`src/rtl/adcmavg_pkg.sv`:
```
// Shared widths and scaling constants for the ADC moving-average temperature block.
`timescale 1ns / 1ps
package adcmavg_pkg;

  localparam int unsigned SAMPLE_W         = 12;
  localparam int unsigned TEMP_W           = 16;
  localparam int unsigned COUNT_W          = 5;
  localparam int unsigned IN_TDATA_W       = 16;
  localparam int unsigned OUT_TDATA_W      = 24;
  localparam int unsigned WINDOW_SIZE_DEF  = 16;
  localparam int unsigned FULL_SCALE_CODE  = 4095;
  localparam int unsigned FULL_SCALE_CENTI = 33000;

endpackage

```
`src/rtl/adcmavg_ring.sv`:
```
// Sample ring with running sum and fill count.
`timescale 1ns / 1ps
module adcmavg_ring #(
  parameter int unsigned WINDOW_SIZE = adcmavg_pkg::WINDOW_SIZE_DEF,
  parameter int unsigned SLOT_W      = $clog2(WINDOW_SIZE),
  parameter int unsigned CNT_W       = $clog2(WINDOW_SIZE + 1),
  parameter int unsigned SUM_W       = adcmavg_pkg::SAMPLE_W + $clog2(WINDOW_SIZE)
) (
  input  logic                              clk_i,
  input  logic                              rst_ni,
  input  logic                              in_valid_i,
  output logic                              in_ready_o,
  input  logic [adcmavg_pkg::SAMPLE_W-1:0]  sample_i,
  output logic                              out_valid_o,
  input  logic                              out_ready_i,
  output logic [SUM_W-1:0]                  sum_o,
  output logic [CNT_W-1:0]                  count_o
);

  typedef enum logic [1:0] {
    S_IDLE,
    S_UPD,
    S_HOLD
  } state_e;

  state_e                           state_q;
  logic [SLOT_W-1:0]                slot_q;
  logic [CNT_W-1:0]                 count_q;
  logic [SUM_W-1:0]                 sum_q;
  logic [adcmavg_pkg::SAMPLE_W-1:0] sample_q;
  logic [adcmavg_pkg::SAMPLE_W-1:0] rd_q;
  logic [adcmavg_pkg::SAMPLE_W-1:0] ring_mem [WINDOW_SIZE];

  logic                             full;
  logic [SUM_W-1:0]                 sum_d;
  logic [SUM_W-1:0]                 drop_val;

  assign full     = (count_q == CNT_W'(WINDOW_SIZE));
  assign drop_val = full ? SUM_W'(rd_q) : '0;
  assign sum_d    = sum_q - drop_val + SUM_W'(sample_q);

  assign in_ready_o  = (state_q == S_IDLE);
  assign out_valid_o = (state_q == S_HOLD);
  assign sum_o       = sum_q;
  assign count_o     = count_q;

  always_ff @(posedge clk_i) begin
    if (state_q == S_UPD) begin
      ring_mem[slot_q] <= sample_q;
    end
    rd_q <= ring_mem[slot_q];
    if (in_valid_i && state_q == S_IDLE) begin
      sample_q <= sample_i;
    end
  end

  always_ff @(posedge clk_i or negedge rst_ni) begin
    if (!rst_ni) begin
      state_q <= S_IDLE;
      slot_q  <= '0;
      count_q <= '0;
      sum_q   <= '0;
    end else begin
      unique case (state_q)
        S_IDLE: begin
          if (in_valid_i) begin
            state_q <= S_UPD;
          end
        end
        S_UPD: begin
          sum_q <= sum_d;
          if (slot_q == SLOT_W'(WINDOW_SIZE - 1)) begin
            slot_q <= '0;
          end else begin
            slot_q <= slot_q + SLOT_W'(1);
          end
          if (!full) begin
            count_q <= count_q + CNT_W'(1);
          end
          state_q <= S_HOLD;
        end
        S_HOLD: begin
          if (out_ready_i) begin
            state_q <= S_IDLE;
          end
        end
        default: state_q <= S_IDLE;
      endcase
    end
  end

endmodule

```
`src/rtl/adcmavg_div.sv`:
```
// Scaling multiply and bit-serial restoring divide, one quotient bit per cycle.
`timescale 1ns / 1ps
module adcmavg_div #(
  parameter int unsigned WINDOW_SIZE = adcmavg_pkg::WINDOW_SIZE_DEF,
  parameter int unsigned CNT_W       = $clog2(WINDOW_SIZE + 1),
  parameter int unsigned SUM_W       = adcmavg_pkg::SAMPLE_W + $clog2(WINDOW_SIZE)
) (
  input  logic                             clk_i,
  input  logic                             rst_ni,
  input  logic                             in_valid_i,
  output logic                             in_ready_o,
  input  logic [SUM_W-1:0]                 sum_i,
  input  logic [CNT_W-1:0]                 count_i,
  output logic                             out_valid_o,
  input  logic                             out_ready_i,
  output logic [adcmavg_pkg::TEMP_W-1:0]   temp_o,
  output logic [adcmavg_pkg::COUNT_W-1:0]  count_o
);

  localparam int unsigned Q_W    = adcmavg_pkg::TEMP_W;
  localparam int unsigned NUM_W  = SUM_W + Q_W;
  localparam int unsigned DEN_W  = CNT_W + adcmavg_pkg::SAMPLE_W;
  localparam int unsigned R_W    = DEN_W + 1;
  localparam int unsigned STEP_W = $clog2(Q_W);

  typedef enum logic [1:0] {
    S_IDLE,
    S_LOAD,
    S_DIV,
    S_DONE
  } state_e;

  state_e              state_q;
  logic [NUM_W-1:0]    num_q;
  logic [DEN_W-1:0]    den_q;
  logic [R_W-1:0]      rem_q;
  logic [Q_W-1:0]      quo_q;
  logic [CNT_W-1:0]    cnt_q;
  logic [STEP_W-1:0]   step_q;

  logic [R_W-1:0]      trial;
  logic                fits;
  logic [CNT_W+4:0]    cnt_ext;

  assign trial   = {rem_q[DEN_W-1:0], quo_q[Q_W-1]};
  assign fits    = (trial >= {1'b0, den_q});
  assign cnt_ext = {5'b0, cnt_q};

  assign in_ready_o  = (state_q == S_IDLE);
  assign out_valid_o = (state_q == S_DONE);
  assign temp_o      = quo_q;
  assign count_o     = cnt_ext[adcmavg_pkg::COUNT_W-1:0];

  always_ff @(posedge clk_i) begin
    unique case (state_q)
      S_IDLE: begin
        num_q <= NUM_W'(sum_i) * NUM_W'(adcmavg_pkg::FULL_SCALE_CENTI);
        den_q <= DEN_W'(count_i) * DEN_W'(adcmavg_pkg::FULL_SCALE_CODE);
        cnt_q <= count_i;
      end
      S_LOAD: begin
        rem_q <= R_W'(num_q[NUM_W-1:Q_W]);
        quo_q <= num_q[Q_W-1:0];
      end
      S_DIV: begin
        rem_q <= fits ? (trial - R_W'(den_q)) : trial;
        quo_q <= {quo_q[Q_W-2:0], fits};
      end
      S_DONE: begin
        quo_q <= quo_q;
      end
      default: begin
        quo_q <= quo_q;
      end
    endcase
  end

  always_ff @(posedge clk_i or negedge rst_ni) begin
    if (!rst_ni) begin
      state_q <= S_IDLE;
      step_q  <= '0;
    end else begin
      unique case (state_q)
        S_IDLE: begin
          if (in_valid_i) begin
            state_q <= S_LOAD;
          end
        end
        S_LOAD: begin
          step_q  <= '0;
          state_q <= S_DIV;
        end
        S_DIV: begin
          step_q <= step_q + STEP_W'(1);
          if (step_q == STEP_W'(Q_W - 1)) begin
            state_q <= S_DONE;
          end
        end
        S_DONE: begin
          if (out_ready_i) begin
            state_q <= S_IDLE;
          end
        end
        default: state_q <= S_IDLE;
      endcase
    end
  end

endmodule

```
`src/rtl/adc_moving_average_temperature_core.sv`:
```
// Moving-average ADC temperature filter: top level with output register.
//
// Usage: each word on the slave stream carries one 12-bit converter code.
// The code enters a ring of WINDOW_SIZE samples with a running sum; the
// result word gives the averaged temperature in hundredths of a degree,
// sum*33000/(4095*count) truncated, and the number of samples covered.
// Until the ring first wraps the count is the number of samples so far.
// From input accept to the result in the output register the word passes:
// the sum update (the ring is read at the accept edge), the handoff with
// the scaling multiply, the load, sixteen divide steps at one quotient
// bit each and the move into the output register. The bit-serial divider
// sets the throughput: it takes no new sum until its result has left. The
// output register frees the divider, so the next word is accepted while a
// result waits on a stalled master side; the divider then holds its finished
// result until the register drains.
// Reset clears the sum, fill count, write slot and all valid flags; ring
// contents are not cleared since an entry is read only after being written.
`timescale 1ns / 1ps
module adc_moving_average_temperature_core #(
  parameter int unsigned WINDOW_SIZE = adcmavg_pkg::WINDOW_SIZE_DEF
) (
  input  logic                                 clk_i,
  input  logic                                 rst_ni,
  input  logic                                 s_axis_tvalid,
  output logic                                 s_axis_tready,
  // [11:0] adc_sample, [15:12] zero
  input  logic [adcmavg_pkg::IN_TDATA_W-1:0]   s_axis_tdata,
  output logic                                 m_axis_tvalid,
  input  logic                                 m_axis_tready,
  // [15:0] smoothed_temp_centi, [20:16] samples_averaged, [23:21] zero
  output logic [adcmavg_pkg::OUT_TDATA_W-1:0]  m_axis_tdata
);

  localparam int unsigned CNT_W  = $clog2(WINDOW_SIZE + 1);
  localparam int unsigned SUM_W  = adcmavg_pkg::SAMPLE_W + $clog2(WINDOW_SIZE);
  localparam int unsigned SLOT_W = $clog2(WINDOW_SIZE);
  localparam int unsigned RES_W  = adcmavg_pkg::TEMP_W + adcmavg_pkg::COUNT_W;

  logic                             ring_valid;
  logic                             ring_ready;
  logic [SUM_W-1:0]                 ring_sum;
  logic [CNT_W-1:0]                 ring_count;
  logic                             div_valid;
  logic                             div_take;
  logic [adcmavg_pkg::TEMP_W-1:0]   div_temp;
  logic [adcmavg_pkg::COUNT_W-1:0]  div_count;

  logic                             out_valid_q;
  logic [RES_W-1:0]                 out_data_q;

  adcmavg_ring #(
    .WINDOW_SIZE (WINDOW_SIZE),
    .SLOT_W      (SLOT_W),
    .CNT_W       (CNT_W),
    .SUM_W       (SUM_W)
  ) u_ring (
    .clk_i       (clk_i),
    .rst_ni      (rst_ni),
    .in_valid_i  (s_axis_tvalid),
    .in_ready_o  (s_axis_tready),
    .sample_i    (s_axis_tdata[adcmavg_pkg::SAMPLE_W-1:0]),
    .out_valid_o (ring_valid),
    .out_ready_i (ring_ready),
    .sum_o       (ring_sum),
    .count_o     (ring_count)
  );

  adcmavg_div #(
    .WINDOW_SIZE (WINDOW_SIZE),
    .CNT_W       (CNT_W),
    .SUM_W       (SUM_W)
  ) u_div (
    .clk_i       (clk_i),
    .rst_ni      (rst_ni),
    .in_valid_i  (ring_valid),
    .in_ready_o  (ring_ready),
    .sum_i       (ring_sum),
    .count_i     (ring_count),
    .out_valid_o (div_valid),
    .out_ready_i (div_take),
    .temp_o      (div_temp),
    .count_o     (div_count)
  );

  assign div_take = div_valid && (!out_valid_q || m_axis_tready);

  always_ff @(posedge clk_i) begin
    if (div_take) begin
      out_data_q <= {div_count, div_temp};
    end
  end

  always_ff @(posedge clk_i or negedge rst_ni) begin
    if (!rst_ni) begin
      out_valid_q <= 1'b0;
    end else if (div_take) begin
      out_valid_q <= 1'b1;
    end else if (m_axis_tready) begin
      out_valid_q <= 1'b0;
    end
  end

  assign m_axis_tvalid = out_valid_q;
  assign m_axis_tdata  = {{(adcmavg_pkg::OUT_TDATA_W - RES_W){1'b0}}, out_data_q};

endmodule

```
`config.mk`:
```
export PLATFORM = sky130hd
export DESIGN_NAME = adc_moving_average_temperature_core
export DESIGN_NICKNAME = d
export VERILOG_FILES = /design/src/rtl/adcmavg_pkg.sv /design/src/rtl/adcmavg_ring.sv /design/src/rtl/adcmavg_div.sv /design/src/rtl/adc_moving_average_temperature_core.sv
export SDC_FILE = /design/constraint.sdc
export NUM_CORES = 1
export LEC_CHECK = 0
export BUFFER_PORTS_ARGS = -buffer_cell sky130_fd_sc_hd__buf_2
export CAP_MARGIN = 20
export CORE_MARGIN = 1
export CORE_UTILIZATION = 40
export DETAILED_ROUTE_END_ITERATION = 6
export HOLD_SLACK_MARGIN = 0.03
export PLACE_DENSITY = 0.6
export SETUP_SLACK_MARGIN = 0.4
export SLEW_MARGIN = 20
export SYNTH_ARGS = -nofsm -noshare
export SYNTH_HDL_FRONTEND = slang
export SYNTH_HIERARCHICAL = 1
export SYNTH_SLANG_ARGS = --single-unit
export TNS_END_PERCENT = 100
```
`constraint.sdc`:
```
create_clock -name clk_i -period 10.5 [get_ports clk_i]
set_input_delay 0 -clock clk_i [delete_from_list [all_inputs] [get_ports clk_i]]
set_output_delay 0 -clock clk_i [all_outputs]
set_load 0.01 [all_outputs]
```
==> results.cfg <==
[logic_synthesis]
yosysUniqueCellTypes = 76
synth-main-ff-cell = edfxtp_1
ys_warn_count = 6
ys_seq_area_frac = 0.5440
synth_most_common_cell = edfxtp_1
synth.area.top_cells = edfxtp_1 (49%), ha_1 (9.2%), fa_1 (6.2%)
syn_area_sq_um = 19010
synth_edf_count = 308
synth_top_area_frac = 0.4866
synthCells = 1379
async_flop_share = 0.09605
yosys.area.top_type = edfxtp_1
synth_common_cells = edfxtp_1 (308), inv_1 (195), ha_1 (139), fa_1 (59), nand2_1 (59)
syn-mean-instance-area_sq_um = 13.78
synth_seq_cells = 354

[setup_path]
critical-path-top-delay-family = adder cells
r2r-start = u_ring/sum_o[2]
cp.arrival_ps = 5260
endpoint_kind = register
cpMostUsedCell = ha_1
reg2reg_slack_ps = 5550
crit_chain = ha_1 -> fa_1 -> ha_1 -> ha_1 -> inv_1 -> fa_1 -> inv_1 -> ha_1 -> inv_1 -> fa_1 -> nor2b_1 -> o31ai_2 -> a31oi_1 -> a31oi_1 -> a31oi_1 -> nand3_1 -> xnor2_1
cp-start-kind = register
slowest_delay_ps = 510
critical_path_class = reg -> reg
worstPathRequired_ps = 10810
rr_worst_depth = 17
worst-path-buf-inv = 3
rr_endpoint = u_div/num_q[30]
worstPathMaxFanout = 6
critPathSlowestCell = dfrtp_1

[drt]
drt-wirelength-per-cell_microns = 17.66
ant_nets = 0
num_vias = 10670
drc = 11
first_pass_iters = 7
vias_per_cell = 5.133
wirelength_microns = 36710
drtIter0Drc = 653

[timing]
max_freq_mhz = 202.0
period_minus_slack_ps = 4951
slew_headroom = 0.2707
rsz0062_at_grt = false
finalCritPeriodShare = 0.4715
worst_pin_slew_ps = 1093
hold_viol_final = 0
fin_ws_ps = 5549
fin_setup_tns_ps = 0
finalMaxSlewViolations = 0
worst_clock_skew_ps = 37.54
setup_viol = 0

[clocking]
cts.root.buffer_cell = clkbuf_16
clk_latency_ps = 580
clkTransAtPathRegs_ps = 60
cts_made_buffers = 40
clock-sinks = 354
clockBufferDepth = 3
cts.repair.resized = 0
htreeDepth = 2
cts_tree = built

[global_route]
grt_start_max_net_pins = 54
grt_remaining_overflow = 0
antenna_found_initial = 0
grt_pass1_wl_microns = 59730
grt_pass1_vias = 10950
grt_usage = 0.1600

[layout]
num_antenna_cells = 0
drive_gt1_frac = 0.1210
final_nets = 1659
fin_area_sq_um = 21260
nFillCells = 4166
syn_to_final_growth_pct = 11.86

[floorplanning]
die_w_microns = 220.0
core_sq_um = 46750
start_util = 0.4065
io_pins = 46
die-area_sq_um = 48390
row_count = 79
die_y_microns = 220.0

[outcome]
violations = DRC
status = complete, but fails checks

[placed_design]
dp_hpwl_microns = 24250
post-place-ws_ps = 5613
dpl_cell_area_sq_um = 19800
io_buffers = 38
place_congestion = 0.8378

[worst_hold_path]
hold_path_class = in -> async

[job]
maxCapViolCount = 0
worst max-delay path by stage:
stage | start | depth (start not counted) | end | slack (ps)
floorplan | u_ring/sum_o[11] | 18 | u_div/num_q[27] | 6170
finish | u_ring/sum_o[2] | 17 | u_div/num_q[30] | 5550
CTS | u_ring/sum_o[2] | 17 | u_div/num_q[30] | 5590
global placement | u_ring/sum_o[2] | 17 | u_div/num_q[30] | 5580
global route | u_ring/sum_o[2] | 17 | u_div/num_q[30] | 5180
detailed placement | u_ring/sum_o[2] | 17 | u_div/num_q[30] | 5610
metal layers:
layer | global-route usage | routed length, microns
met2 | 0.2643 | 17530
met3 | 0.02429 | 1281
met4 | 0.05448 | 915
met1 | 0.2146 | 16980
met5 | 0 | 0
sequential cells by signal, summed over array words and instances, names as in the netlist:
register / cells
u_ring/state_q: 2
u_div/state_q: 2
u_ring/sample_q: 12
u_ring/ring_mem: 192
u_ring/sum_o: 16
u_ring/count_o: 5
u_div/den_q: 17
u_ring/slot_q: 4
m_axis_tvalid: 1
u_div/num_q: 29
u_div/temp_o: 16
out_data_q: 21
u_ring/rd_q: 12
u_div/step_q: 4
u_div/rem_q: 17
u_div/count_o: 4
metrics by stage:
stage / std cells / util / hold slack (ps)
6_report: 2078 / 0.4547 / 53.98
3_5_place_dp: 1991 / 0.4234 / 143.0
5_1_grt: 2078 / 0.4547 / 107.5
3_3_place_gp: 1991 / 0.4234 / 133.1
4_1_cts: 2078 / 0.4547 / 70.91
2_1_floorplan: 1381 / - / -295.6
area by class of cell:
class	count	area, sq um	share of cell area
sequential	354	10340	0.4865
timing repair buffer	62	407.9	0.01919
clock buffer	44	1016	0.04779
clock inverter	28	296.5	0.01395
inverter	196	735.7	0.03460
tap	607	759.5	0.03572
multi-input combinational	787	7702	0.3623
cell usage in the layout (no fill, tap or decap), types with 6 or more instances in the layout:
cell,count
nand4_1,6
clkbuf_16,40
dfrtp_1,32
clkinvlp_4,7
nor2_1,42
inv_1,195
a211oi_1,7
nand2b_1,8
o211ai_1,8
edfxtp_1,308
a21oi_1,51
buf_4,9
clkinv_2,7
nand2_1,59
mux2_2,14
xor2_1,15
xnor2_1,31
nor2b_1,11
nor3_1,14
o21ai_0,55
a21o_1,20
nand3_1,32
o21bai_1,6
mux4_1,31
dlygate4sd3_1,15
mux4_2,29
buf_2,38
and2_1,32
ha_1,137
dfxtp_1,12
o21a_1,15
fa_1,59
a31oi_1,17
timing repair:
action / CTS / global route
hold buffers: 15 / 0
buffers inserted: 0 / 0
endpoints found under the hold margin: 48 / 0
kinds of logic after synthesis:
kind of cell    after synthesis  synth area share
compound gates              232           0.08091
xor+xnor                     46           0.02120
fa+ha+maj                   198            0.1537
buf+inv                     240           0.05174
flops                       354            0.5440
mux                          77           0.08710
other cells                   1         0.0001973
simple gates                231           0.06116
worst reg2reg max path, cell delays in order, from the launching register on:
cell and delay (ps):
dfrtp_1 510, ha_1 380, fa_1 460, ha_1 310
ha_1 270, inv_1 50, fa_1 470, inv_1 70
ha_1 180, inv_1 60, fa_1 400, nor2b_1 190
o31ai_2 110, a31oi_1 310, a31oi_1 200, a31oi_1 420
nand3_1 160, xnor2_1 150
Power is not shown: default switching activity piles up to over one toggle a cycle in this logic, so the estimate is an artifact.
